<file path="config.mk">
export PLATFORM = sky130hd
export DESIGN_NAME = core_partition_allocator
export DESIGN_NICKNAME = d
export VERILOG_FILES = /design/src/rtl/cpa_pkg.sv /design/src/rtl/cpa_owner_tbl.sv /design/src/rtl/cpa_scan.sv /design/src/rtl/core_partition_allocator.sv
export SDC_FILE = /design/constraint.sdc
export NUM_CORES = 1
export LEC_CHECK = 0
export CAP_MARGIN = 5
export CORE_ASPECT_RATIO = 0.9
export CORE_MARGIN = 2
export CORE_UTILIZATION = 38
export CTS_BUF_LIST = sky130_fd_sc_hd__clkbuf_4
export DETAILED_ROUTE_END_ITERATION = 12
export DONT_BUFFER_PORTS = 1
export PLACE_DENSITY_LB_ADDON = 0.12
export SYNTH_ARGS = -nofsm -noshare
export SYNTH_HDL_FRONTEND = slang
export SYNTH_SLANG_ARGS = --single-unit
</file>
<file path="constraint.sdc">
create_clock -name clk -period 3.55 [get_ports clk]
set_clock_uncertainty 0.15 [all_clocks]
set_input_delay 0.71 -clock clk [delete_from_list [all_inputs] [get_ports clk]]
set_output_delay 0.71 -clock clk [all_outputs]
set_load 0.05 [all_outputs]
</file>
<file path="src/rtl/cpa_pkg.sv">
// ----------------------------------------------------------------------------
// cpa_pkg
// Shared constants and types for the core partition allocator: action and
// status codes, field widths, parameter defaults and the scan-unit bundles.
// ----------------------------------------------------------------------------
package cpa_pkg;

	// parameter defaults
	localparam int N_CORES_DEF      = 4;
	localparam int CONTEXT_BITS_DEF = 4;

	// fixed field widths
	localparam int ACTION_W = 3;
	localparam int CTX_W    = 4;
	localparam int COUNT_W  = 5;
	localparam int CORE_W   = 4;
	localparam int MASK_W   = 16;
	localparam int STATUS_W = 2;
	localparam int CTX_MAX_W = 8;

	// action codes
	localparam logic [ACTION_W-1:0] ACT_ALLOC   = 3'd0;
	localparam logic [ACTION_W-1:0] ACT_RELEASE = 3'd1;
	localparam logic [ACTION_W-1:0] ACT_V2P     = 3'd2;
	localparam logic [ACTION_W-1:0] ACT_P2V     = 3'd3;
	localparam logic [ACTION_W-1:0] ACT_LIST    = 3'd4;

	// status codes
	localparam logic [STATUS_W-1:0] ST_OK      = 2'd0;
	localparam logic [STATUS_W-1:0] ST_BUSY    = 2'd1;
	localparam logic [STATUS_W-1:0] ST_INVALID = 2'd2;

	// control from the sequencer to the scan unit
	typedef struct packed {
		logic                 clear;
		logic                 step;
		logic [COUNT_W-1:0]   count;
		logic [CTX_MAX_W-1:0] ctx;
		logic [CORE_W-1:0]    index;
		logic [MASK_W-1:0]    list;
	} scan_ctl_t;

	// accumulated results of one pass over the owner table
	typedef struct packed {
		logic [COUNT_W-1:0] free_cnt;
		logic [COUNT_W-1:0] own_cnt;
		logic [COUNT_W-1:0] below_cnt;
		logic [MASK_W-1:0]  grant;
		logic [MASK_W-1:0]  owned;
		logic [MASK_W-1:0]  lmask;
		logic               found;
		logic [CORE_W-1:0]  phys;
	} scan_acc_t;

endpackage

</file>
<file path="src/rtl/cpa_owner_tbl.sv">
// ----------------------------------------------------------------------------
// cpa_owner_tbl
// Owner table: one context entry per physical core, zero when free.
// One read port and one write port, both addressed by the core index.
// ----------------------------------------------------------------------------
module cpa_owner_tbl #(
	parameter int N_CORES      = cpa_pkg::N_CORES_DEF,
	parameter int CONTEXT_BITS = cpa_pkg::CONTEXT_BITS_DEF,
	localparam int IW = (N_CORES > 1) ? $clog2(N_CORES) : 1
) (
	input  logic                    clk,
	input  logic                    arst_n,
	input  logic [IW-1:0]           rd_idx,
	output logic [CONTEXT_BITS-1:0] rd_data,
	input  logic                    wr_en,
	input  logic [IW-1:0]           wr_idx,
	input  logic [CONTEXT_BITS-1:0] wr_data
);

	logic [CONTEXT_BITS-1:0] owner_q [N_CORES];

	// entry storage, all cores free after reset
	always_ff @(posedge clk or negedge arst_n) begin
		if (!arst_n) begin
			for (int i = 0; i < N_CORES; i++) begin
				owner_q[i] <= '0;
			end
		end else if (wr_en) begin
			owner_q[wr_idx] <= wr_data;
		end
	end

	// read at the scan position
	assign rd_data = owner_q[rd_idx];

endmodule

</file>
<file path="src/rtl/cpa_scan.sv">
// ----------------------------------------------------------------------------
// cpa_scan
// Shared per-core compare and count unit. Each step looks at one owner
// entry and updates free count, ownership rank, grant and translation masks.
// ----------------------------------------------------------------------------
module cpa_scan #(
	parameter int N_CORES      = cpa_pkg::N_CORES_DEF,
	parameter int CONTEXT_BITS = cpa_pkg::CONTEXT_BITS_DEF,
	localparam int IW = (N_CORES > 1) ? $clog2(N_CORES) : 1
) (
	input  logic                    clk,
	input  logic                    arst_n,
	input  cpa_pkg::scan_ctl_t      ctl,
	input  logic [IW-1:0]           idx,
	input  logic [CONTEXT_BITS-1:0] owner,
	output cpa_pkg::scan_acc_t      acc
);

	cpa_pkg::scan_acc_t         acc_q;
	logic [cpa_pkg::COUNT_W-1:0] left_q;
	logic                        is_free;
	logic                        is_own;
	logic [cpa_pkg::CORE_W-1:0]  cidx;
	logic [cpa_pkg::COUNT_W-1:0] cidx_w;
	logic [cpa_pkg::COUNT_W-1:0] index_w;

	// compare the entry against free and against the requesting context
	assign is_free = (owner == '0);
	assign is_own  = (cpa_pkg::CTX_MAX_W'(owner) == ctl.ctx);
	assign cidx    = cpa_pkg::CORE_W'(idx);
	assign cidx_w  = cpa_pkg::COUNT_W'(idx);
	assign index_w = cpa_pkg::COUNT_W'(ctl.index);

	// accumulators for one pass
	always_ff @(posedge clk or negedge arst_n) begin
		if (!arst_n) begin
			acc_q  <= '0;
			left_q <= '0;
		end else if (ctl.clear) begin
			acc_q  <= '0;
			left_q <= ctl.count;
		end else if (ctl.step) begin
			if (is_free) begin
				acc_q.free_cnt <= acc_q.free_cnt + 1'b1;
				if (left_q != '0) begin
					acc_q.grant[cidx] <= 1'b1;
					left_q            <= left_q - 1'b1;
				end
			end
			if (is_own) begin
				acc_q.owned[cidx] <= 1'b1;
				acc_q.own_cnt     <= acc_q.own_cnt + 1'b1;
				// virtual rank of this core is the owned count so far
				if (acc_q.own_cnt == index_w) begin
					acc_q.found <= 1'b1;
					acc_q.phys  <= cidx;
				end
				if (ctl.list[acc_q.own_cnt[cpa_pkg::CORE_W-1:0]]) begin
					acc_q.lmask[cidx] <= 1'b1;
				end
				if (cidx_w < index_w) begin
					acc_q.below_cnt <= acc_q.below_cnt + 1'b1;
				end
			end
		end
	end

	assign acc = acc_q;

endmodule

</file>
<file path="src/rtl/core_partition_allocator.sv">
// ----------------------------------------------------------------------------
// core_partition_allocator
// Owner table of physical cores with allocate, release and virtual/physical
// core translation, run by a small sequencer over one shared scan unit.
// ----------------------------------------------------------------------------
//  channel  | handshake        | payload
//  ---------+------------------+---------------------------------------------
//  request  | start / busy     | action, context_id, core_count, core_index,
//           |                  | virt_list
//  result   | done (1 cycle)   | status, core_result, core_mask, free_count
//
//  A transaction is taken when start is high and busy is low. The scan unit
//  visits one core per cycle in a read pass, followed by a decide state.
//  A granted allocate or a release then adds a write pass through the owner
//  table's single write port; translations and refused requests do not.
//  Reset frees all cores. The result is shown for one cycle with done and
//  cannot be held off; busy drops in that same cycle.
// ----------------------------------------------------------------------------
module core_partition_allocator #(
	parameter int N_CORES      = cpa_pkg::N_CORES_DEF,
	parameter int CONTEXT_BITS = cpa_pkg::CONTEXT_BITS_DEF
) (
	input  logic                           clk,
	input  logic                           arst_n,
	input  logic                           start,
	output logic                           busy,
	input  logic [cpa_pkg::ACTION_W-1:0]   action,
	input  logic [cpa_pkg::CTX_W-1:0]      context_id,
	input  logic [cpa_pkg::COUNT_W-1:0]    core_count,
	input  logic [cpa_pkg::CORE_W-1:0]     core_index,
	input  logic [cpa_pkg::MASK_W-1:0]     virt_list,
	output logic                           done,
	output logic [cpa_pkg::STATUS_W-1:0]   status,
	output logic [cpa_pkg::CORE_W-1:0]     core_result,
	output logic [cpa_pkg::MASK_W-1:0]     core_mask,
	output logic [cpa_pkg::COUNT_W-1:0]    free_count
);

	localparam int IW = (N_CORES > 1) ? $clog2(N_CORES) : 1;
	localparam logic [IW-1:0] LAST_IDX = IW'(N_CORES - 1);
	localparam logic [cpa_pkg::COUNT_W-1:0] NCORES_W = cpa_pkg::COUNT_W'(N_CORES);

	// sequencer states
	localparam logic [1:0] S_IDLE   = 2'd0;
	localparam logic [1:0] S_SCAN   = 2'd1;
	localparam logic [1:0] S_DECIDE = 2'd2;
	localparam logic [1:0] S_COMMIT = 2'd3;

	logic [1:0]                      state_q;
	logic [IW-1:0]                   idx_q;
	logic [cpa_pkg::ACTION_W-1:0]    action_q;
	logic [cpa_pkg::CTX_W-1:0]       ctx_q;
	logic [cpa_pkg::COUNT_W-1:0]     count_q;
	logic [cpa_pkg::CORE_W-1:0]      index_q;
	logic [cpa_pkg::MASK_W-1:0]      list_q;
	logic [cpa_pkg::MASK_W-1:0]      wmask_q;
	logic                            walloc_q;
	logic                            done_q;
	logic [cpa_pkg::STATUS_W-1:0]    status_q;
	logic [cpa_pkg::CORE_W-1:0]      result_q;
	logic [cpa_pkg::MASK_W-1:0]      mask_q;
	logic [cpa_pkg::COUNT_W-1:0]     free_q;

	logic                            accept;
	logic                            last;
	cpa_pkg::scan_ctl_t              ctl;
	cpa_pkg::scan_acc_t              acc;
	logic [CONTEXT_BITS-1:0]         rd_owner;
	logic                            wr_en;
	logic [CONTEXT_BITS-1:0]         wr_data;

	logic                            bad_ctx;
	logic [cpa_pkg::STATUS_W-1:0]    dec_status;
	logic [cpa_pkg::CORE_W-1:0]      dec_result;
	logic [cpa_pkg::MASK_W-1:0]      dec_mask;
	logic                            dec_commit;
	logic                            dec_alloc;

	assign busy   = (state_q != S_IDLE);
	assign accept = start && !busy;
	assign last   = (idx_q == LAST_IDX);

	// scan unit control
	always_comb begin
		ctl       = '0;
		ctl.clear = accept;
		ctl.step  = (state_q == S_SCAN);
		ctl.count = core_count;
		ctl.ctx   = cpa_pkg::CTX_MAX_W'(ctx_q);
		ctl.index = index_q;
		ctl.list  = list_q;
	end

	cpa_owner_tbl #(
		.N_CORES      (N_CORES),
		.CONTEXT_BITS (CONTEXT_BITS)
	) u_tbl (
		.clk     (clk),
		.arst_n  (arst_n),
		.rd_idx  (idx_q),
		.rd_data (rd_owner),
		.wr_en   (wr_en),
		.wr_idx  (idx_q),
		.wr_data (wr_data)
	);

	cpa_scan #(
		.N_CORES      (N_CORES),
		.CONTEXT_BITS (CONTEXT_BITS)
	) u_scan (
		.clk    (clk),
		.arst_n (arst_n),
		.ctl    (ctl),
		.idx    (idx_q),
		.owner  (rd_owner),
		.acc    (acc)
	);

	// write pass: claim granted cores or free released ones
	assign wr_en   = (state_q == S_COMMIT) && wmask_q[cpa_pkg::CORE_W'(idx_q)];
	assign wr_data = walloc_q ? CONTEXT_BITS'(ctx_q) : '0;

	// outcome from the finished scan
	always_comb begin
		bad_ctx    = (ctx_q == '0) || ((32'(ctx_q) >> CONTEXT_BITS) != 32'd0);
		dec_status = cpa_pkg::ST_OK;
		dec_result = '0;
		dec_mask   = '0;
		dec_commit = 1'b0;
		dec_alloc  = 1'b0;
		if (bad_ctx) begin
			dec_status = cpa_pkg::ST_INVALID;
		end else begin
			case (action_q)
				cpa_pkg::ACT_ALLOC: begin
					if (count_q == '0 || count_q > NCORES_W) begin
						dec_status = cpa_pkg::ST_INVALID;
					end else if (acc.free_cnt < count_q) begin
						dec_status = cpa_pkg::ST_BUSY;
					end else begin
						dec_mask   = acc.grant;
						dec_commit = 1'b1;
						dec_alloc  = 1'b1;
					end
				end
				cpa_pkg::ACT_RELEASE: begin
					dec_mask   = acc.owned;
					dec_commit = 1'b1;
				end
				cpa_pkg::ACT_V2P: begin
					if (acc.found) begin
						dec_result = acc.phys;
						dec_mask   = cpa_pkg::MASK_W'(1) << acc.phys;
					end else begin
						dec_status = cpa_pkg::ST_INVALID;
					end
				end
				cpa_pkg::ACT_P2V: begin
					if (cpa_pkg::COUNT_W'(index_q) < NCORES_W && acc.owned[index_q]) begin
						dec_result = cpa_pkg::CORE_W'(acc.below_cnt);
						dec_mask   = cpa_pkg::MASK_W'(1) << index_q;
					end else begin
						dec_status = cpa_pkg::ST_INVALID;
					end
				end
				cpa_pkg::ACT_LIST: begin
					// any listed virtual core beyond the owned count is unmapped
					if ((32'(list_q) >> acc.own_cnt) != 32'd0) begin
						dec_status = cpa_pkg::ST_INVALID;
					end else begin
						dec_mask = acc.lmask;
					end
				end
				default: begin
					dec_status = cpa_pkg::ST_INVALID;
				end
			endcase
		end
	end

	// sequencer
	always_ff @(posedge clk or negedge arst_n) begin
		if (!arst_n) begin
			state_q <= S_IDLE;
			idx_q   <= '0;
			done_q  <= 1'b0;
		end else begin
			done_q <= ((state_q == S_DECIDE) && !dec_commit) ||
				((state_q == S_COMMIT) && last);
			case (state_q)
				S_IDLE: begin
					if (accept) begin
						idx_q   <= '0;
						state_q <= S_SCAN;
					end
				end
				S_SCAN: begin
					if (last) begin
						state_q <= S_DECIDE;
					end else begin
						idx_q <= idx_q + 1'b1;
					end
				end
				S_DECIDE: begin
					idx_q <= '0;
					if (dec_commit) begin
						state_q <= S_COMMIT;
					end else begin
						state_q <= S_IDLE;
					end
				end
				S_COMMIT: begin
					if (last) begin
						state_q <= S_IDLE;
					end else begin
						idx_q <= idx_q + 1'b1;
					end
				end
				default: begin
					state_q <= S_IDLE;
				end
			endcase
		end
	end

	// request capture
	always_ff @(posedge clk) begin
		if (accept) begin
			action_q <= action;
			ctx_q    <= context_id;
			count_q  <= core_count;
			index_q  <= core_index;
			list_q   <= virt_list;
		end
	end

	// result and write-pass registers
	always_ff @(posedge clk) begin
		if (state_q == S_DECIDE) begin
			status_q <= dec_status;
			result_q <= dec_result;
			mask_q   <= dec_mask;
			free_q   <= acc.free_cnt;
			wmask_q  <= dec_mask;
			walloc_q <= dec_alloc;
		end
	end

	assign done        = done_q;
	assign status      = status_q;
	assign core_result = result_q;
	assign core_mask   = mask_q;
	assign free_count  = free_q;

endmodule

</file>
Word-level counts from Yosys, hierarchy flattened
Index checks and enable logic that the tools add are counted.
W data, S select, Z words.

word-level totals
  flip-flop bits (word level) = 154
  latch bits = 0
  RAM bits = 0
  bits in read-only memories = 0
  word-level logic and storage cells = 155
  memories = 0

cells by class
  add/subtract/negate cells = 5
  $mul = 0
  divide/modulo/power cells = 0
  magnitude comparators = 10
  equal/unequal tests = 14
  shifts and indexed selects = 3
  multiplexer cells = 56
  bitwise logic cells = 5
  reduce and logical (&&, ||, !) cells = 36

operator list
  operator                number
  $mux W68                2
  $mux W16                8
  $pmux W16 S5            1
  $or A16 B4 Y16          3
  $mux W37                1
  $mux W5                 7
  $reduce_bool A32 Y1     1
  $shl A1 B4 Y16 const A  2
  $shr A16 B5 Y32         1
  $mux W4                 6
  $mux W2                 10
  $bwmux W16              1
  $reduce_bool A2 Y1      8
  $add A5 B1 Y5 const B   3
  $reduce_and A3 Y1       5
  $lt A4 B5 Y1 const B    2
  $mux W10                1
  $pmux W2 S5             1
  $bmux W1 S4             2
  $bmux W4 S2             1
  $demux W4 S2            1
  $logic_not A4 Y1        2
  $mux W1                 8
  $ne A2 B2 Y1 const B    4
  other kinds (34)        48

Depth between registers and ports, before layout
Gate-level depths: netlist of the first run.

  depth in word-level cells = 9
  mapped depth = 9

Modules after synthesis
From an unflattened synthesis of the first run, not the netlist that was laid out.

second synthesis, totals
  cell total of the unflattened synthesis = 502
  area, all modules = 6078.3 sq um

by module, submodules not included
  module                    times used  cells an instance  area an instance (sq um)  sequential area each (sq um)
  core_partition_allocator  1           245                3196.8                    1926.8
  cpa_scan                  1           217                2168.3                    875.8
  cpa_owner_tbl             1           40                 713.2                     400.4

Worst setup path after synthesis of the first run
No wires, ideal clock.

  path type = input to register
  start = in start
  end = reg action_q[0] (netlist name) (enable)
  library setup time = 409 ps
  arrival time = 2055 ps
  setup slack = 936 ps
  stages = 3
  cell sequence = nand2_1 clkinv_1 clkbuf_1

between the ends
  longest elaborated chain between the ends = 1

RTL lines
  item                  line                             text
  start, declared       core_partition_allocator.sv:25   input logic start,
  $logic_and A1 B1 Y1   core_partition_allocator.sv:80   assign accept = start && !busy;
  named net accept      core_partition_allocator.sv:64   logic accept;
  end signal, assigned  core_partition_allocator.sv:229  action_q <= action;
  end, declared         core_partition_allocator.sv:51   logic [cpa_pkg::ACTION_W-1:0] action_q;

The timed path passes the listed nets, and every way through them passes these cells.
A chain may end at the register's enable or synchronous reset.

Worst setup path in the final report of the first run
  start = reg u_scan.acc_q, in the netlist u_scan.acc[58]
  end = reg mask_q, in the netlist core_mask[0] (data pin)

between the ends
  longest elaborated chain between the ends = 4

RTL lines
  item                  line                             text
  start, declared       cpa_scan.sv:19                   cpa_pkg::scan_acc_t acc_q;
  $shr A16 B5 Y32       core_partition_allocator.sv:168  if ((32'(list_q) >> acc.own_cnt) != 32'd0) begin
  $reduce_bool A32 Y1   core_partition_allocator.sv:168
  $mux W16              core_partition_allocator.sv:168
  $pmux W16 S5          core_partition_allocator.sv:134  case (action_q)
  end signal, assigned  core_partition_allocator.sv:242  mask_q <= dec_mask;
  end, declared         core_partition_allocator.sv:61   logic [cpa_pkg::MASK_W-1:0] mask_q;

Every way passes these cells.

==> results.toml, run 1 <==
[floorplan]
fp.coreArea_mm2 = 0.0141
initial_utilization = 0.390
die_w_um = 131
die_y_um = 118
num_rows = 41
pin_count = 64
die_area_mm2 = 0.0155

[pwr]
leakagePower_uw = 0.00247
power.density_mw_per_mm2 = 748
peakVddDrop_mv = 0.265
power_uw = 4550

[global_route]
grt_pass1_wl_um = 19400
grt_max_degree = 56
grt_remaining_overflow = 0
first_global_vias = 3680
antenna_found_initial = 0
track_usage = 0.166

[synth]
synthArstFlopShare = 0.478
ys_types = 55
synth_warnings = 0
synth_flop_cell = "edfxtp_1"
avgSynthCellArea_um2 = 12.1
ys_ff_latch = 115
netlist_area_mm2 = 0.00551
ys_seq_area_frac = 0.577
synthCells = 455
synth_edf_count = 60

[final_layout]
layout.nets = 524
area_growth_syn_to_layout_pct = 10.6
antenna_cells = 0
final_common_cell = "edfxtp_1"
layout-drive-gt1-share = 0.152
layout_common_cells = "60 x edfxtp_1, 55 x dfrtp_1, 36 x nor2_1"

[worst_hold_path]
hold_path_class = "input pin to flop"
min_from = "virt_list[0]"

[timing]
fmax_ghz = 0.335
layout_setup_ws_ns = 0.568
worst_pin_slew_ns = 0.809
drv_slew = 0
hold_ws_ns = 0.122
slew_headroom = 0.453
setup_tns_ns = 0
final.period_utilization = 0.840
rsz0062_at_grt = "false"
setup-violations-final = 0
min_period_ns = 2.98
hold_viol_final = 0

[critical_path]
r2r_end = "core_mask[0]"
end_kind = "flop"
worstReg2RegStart = "u_scan.acc[58]"
r2r_cells = 7
critical_path_required_ns = 3.80
crit_path_start = "u_scan.acc[58]"
start_kind = "flop"
critPathMaxFanout = 14
crit_type = "flop to flop"
rrSetupSlack_ns = 0.57
cp-endpoint = "core_mask[0]"
cp_data_arrival_time_ns = 3.23

[clock_network]
clock_path_buffers = 2
cts_num_sinks = 115
htreeDepth = 4
post_cts_buffers = 0
cts_buffers = 17
cts_tree = "done"
root_buffer = "clkbuf_4"
clk_pin_slew_worst_paths_ns = 0.10
clock_latency_ns = 0.53

[route]
drc = 0
route.vias.total = 3545
routedWlPerCell_um = 17.2
drtPass1Iterations = 4
first_iter_violations = 187
drt-total-wl_um = 11700
final_antenna_net_count = 0
viasPerCell = 5.21

[run]
cap_viol_max_count = 0

[placement]
numPortBuffers = 0
gp_congestion = 0.846
dp_slack_ns = 0.536
dp_hpwl_um = 8440

[run_status]
outcome = "finished clean"
-- cells by family after synthesis --
family / synth area share
AO/OA/AOI/OAI: 0.102
XOR/XNOR: 0.0314
adder cells (fa/ha/maj): 0.0318
buffers and inverters: 0.0298
flip-flops: 0.577
multiplexers: 0.103
other: 0.000681
AND/OR/NAND/NOR: 0.124
-- metrics by stage --
step                instance area (µm²)   util  cells
floorplan                          5550      -    466
global placement                   5770  0.409    647
detailed placement                 5770  0.409    647
CTS                                6090  0.432    681
global route                       6090  0.432    681
finish                             6090  0.432    681
-- power by group --
group / internal [µW] / switching (µW) / total, µW
registers: 1760 / 451 / 2210
logic: 630 / 754 / 1380
clock network: 479 / 476 / 955
total: 2870 / 1680 / 4550
-- how the worst min path moves through the flow --
stage	slack [ns]	cells past startpoint	endpoint
5_1_grt	0.04	0	index_q[2]
4_1_cts	0.07	0	index_q[2]
3_3_place_gp	0.27	0	state_q[1]
3_5_place_dp	0.27	0	done
2_1_floorplan	0.26	0	done
6_report	0.12	0	list_q[0]
-- metal layers --
layer | GRT usage | vias to the layer above | share of wire
li1 | - | 1713 | -
met1 | 0.218 | 1749 | 0.46
met2 | 0.266 | 77 | 0.48
met3 | 0.0570 | 6 | 0.046
met4 | 0.0399 | 0 | 0.0099
met5 | 0 | - | 0
-- registers in the layout, indices dropped and copies added, names as in the netlist, 3 cells and up --
signal	cells
free_count	5
index_q	4
ctx_q	4
core_mask	16
count_q	5
u_scan.acc	29
u_scan.left_q	5
list_q	16
core_result	4
action_q	3
u_tbl.owner_q	16
-- critical path, stage by stage, from the launching register on --
cell	delay (ns)
dfrtp_1	0.68
buf_4	0.31
mux2i_1	0.20
a32oi_1	0.12
a2111oi_0	0.40
o21ai_0	0.16
a211oi_1	0.59
a221o_1	0.25
-- timing repair --
action	4_1_cts	5_1_grt
endpoints found under the hold margin	55	0
hold buffers	2	0
resized for setup	0	0
-- Yosys cell counts (4+ instances only) --
cell type | n | area, µm²
edfxtp_1 | 60 | 1800
dfrtp_1 | 55 | 1380
nor2_1 | 37 | 139
a21oi_1 | 34 | 170
nand2_1 | 33 | 124
inv_1 | 20 | 75.1
mux2_2 | 20 | 225
ha_1 | 14 | 175
mux2i_1 | 14 | 140
o21ai_0 | 14 | 70.1
clkbuf_1 | 13 | 48.8
nand3_1 | 12 | 60.1
xor2_1 | 10 | 87.6
mux4_2 | 9 | 203
nor3_1 | 9 | 45.0
and3_1 | 7 | 43.8
a211oi_1 | 6 | 45.0
and2_1 | 6 | 37.5
nand2b_1 | 6 | 37.5
xnor2_1 | 6 | 52.6
a22o_1 | 5 | 43.8
buf_2 | 5 | 25.0
nor4_1 | 5 | 31.3
a21o_1 | 4 | 30.0
a221o_1 | 4 | 40.0
a32oi_1 | 4 | 35.0
-- cell type report --
| cell class | count | area, µm² |
|---|---|---|
| Fill cell | 1338 | 8020 |
| Tap cell | 193 | 241 |
| Inverter | 21 | 78.8 |
| Timing Repair Buffer | 9 | 103 |
| Sequential cell | 115 | 3180 |
| Multi-Input combinational cell | 311 | 2210 |
| Clock buffer | 18 | 135 |
| Clock inverter | 14 | 144 |
No activity file was read; power rests on OpenSTA's default activity.
==> inputs of run 2 (changes only) <==
- clock period: 3.55 -> 2.8 ns (I/O delays scaled with it)
==> run 2 against run 1 <==
  * Critical path depth fell by 3
  * Die area did not move
  * First-iteration DRC count rose by 4.8%
  * Count of clock-buffer cells in the layout rose by 5
  * Clock power rose by 12%
  * Final cell count rose by 7.2%
  * Register-to-register slack got worse by 0.39 ns
  * Routed wire length rose by 3.5%
==> results.toml, run 2 (synthesis gave the netlist of run 1 again) <==
[floorplan]
pin_count = 64
die_area_mm2 = 0.0155
num_rows = 41
die_w_um = 131
initial_utilization = 0.390
fp.coreArea_mm2 = 0.0141
die_y_um = 118

[placement]
numPortBuffers = 0
gp_congestion = 0.799
dp.cells = 664
postPlaceCellArea_mm2 = 0.00590
dp_hpwl_um = 8720

[critical_path]
start_kind = "flop"
end_kind = "flop"
r2r_cells = 4
crit_slowest_cell = "or4_1"
cp_data_arrival_time_ns = 2.74
max_stage_delay_ns = 0.73
critPathMaxFanout = 7
critical_path_required_ns = 2.92
path_cells = "or4_1 > and4_1 > a221o_1 > a221o_1"
cp_common_cell = "a221o_1"
crit_type = "flop to flop"

[route]
first_iter_violations = 196
drt-total-wl_um = 12100
routedWlPerCell_um = 16.6
drc = 0
viasPerCell = 5.14
drtPass1Iterations = 4
route.vias.total = 3749
final_antenna_net_count = 0

[final_layout]
largest_reg_flops = 29
nFillCells = 1308
layout-drive-gt1-share = 0.172
fin_cells = 730
postLayoutCoreUtil = 0.461
fin_area_mm2 = 0.00650
final_common_cell = "edfxtp_1"
layout_common_cells = "60 x edfxtp_1, 55 x dfrtp_1, 36 x nor2_1"
area_growth_syn_to_layout_pct = 18.0
layout.nets = 573
multi_input_area_mm2 = 0.00221
register_area_mm2 = 0.00318

[global_route]
track_usage = 0.173
grt_pass1_wl_um = 20200
antenna_found_initial = 1
first_global_vias = 3902
grt_remaining_overflow = 0
grt_max_degree = 56

[timing]
drv_slew = 0
slew_headroom = 0.600
setup-violations-final = 0
fmax_ghz = 0.382
setup_tns_ns = 0
min_period_ns = 2.62
rsz0062_at_grt = "false"
hold_viol_final = 0
worst_pin_slew_ns = 0.600
final.period_utilization = 0.936

[worst_hold_path]
hold_path_class = "input pin to flop"
whs_path_depth = 2

[clock_network]
clock_latency_ns = 0.54
post_cts_buffers = 0
cts_buffers = 17
clock_path_buffers = 2
htreeDepth = 4
root_buffer = "clkbuf_4"
cts_tree = "done"
clk_pin_slew_worst_paths_ns = 0.11
cts_num_sinks = 115

[pwr]
leakagePower_uw = 0.00267
power.density_mw_per_mm2 = 889
peakVddDrop_mv = 0.349

[run]
cap_viol_max_count = 0

[run_status]
outcome = "finished clean"
## run 2: worst max-delay path: cells and delay by family (launching register included)
family	cells	cell delay, ns
AO/OA/AOI/OAI	2	0.66
flip-flops	1	0.50
AND/OR/NAND/NOR	2	1.05
## run 2: final timing paths
| path | to | slack (ns) | start |
|---|---|---|---|
| min in group asynchronous | state_q[1] | 0.41 | arst_n |
| hold reg to reg | u_scan.acc[40] | 0.36 | u_scan.acc[40] |
| max in group asynchronous | u_tbl.owner_q[6] | 1.81 | arst_n |
| setup reg to reg | core_mask[0] | 0.18 | ctx_q[1] |
| setup / recovery | core_mask[0] | 0.18 | ctx_q[1] |
| hold / removal | idx_q[1] | 0.14 | start |
## run 2: what timing repair did
action | CTS | global route
hold buffers | 34 | 0
setup endpoints to repair | 3 | 0
gates resized for setup | 1 | 0
endpoints found under the hold margin | 92 | 0
## run 2: layer usage
metal	up-vias	global-route usage	share of wire
met5	-	0	0
met1	1837	0.229	0.46
met2	96	0.268	0.49
li1	1809	-	-
met4	0	0.0672	0.0092
met3	7	0.0502	0.043
## run 2: final cells by class
cell class / count / share of cell area
sequential: 115 / 0.489
multi-input combinational: 311 / 0.340
timing repair buffer: 58 / 0.0847
tap: 193 / 0.0372
clock buffer: 23 / 0.0266
inverter: 21 / 0.0121
clock inverter: 8 / 0.00963
antenna: 1 / 0.000385
## run 2: through the flow
step | total power (µW) | worst slack (ns) | hold WS, ns
after floorplan | 4130 | 0.226 | 0.114
after global placement | 4660 | 0.0724 | 0.118
after detailed placement | 4700 | 0.0136 | 0.118
after CTS | 5860 | 0.157 | 0.102
after global routing | 6220 | 0.0754 | 0.0888
final | 5780 | 0.180 | 0.139
## run 2: power by group
group          switching, µW  internal, µW  leakage, µW  total [µW]
registers                486          2230      0.00128        2720
logic                   1080           904      0.00124        1980
clock network            593           481     0.000143        1070
total                   2160          3620      0.00267        5780
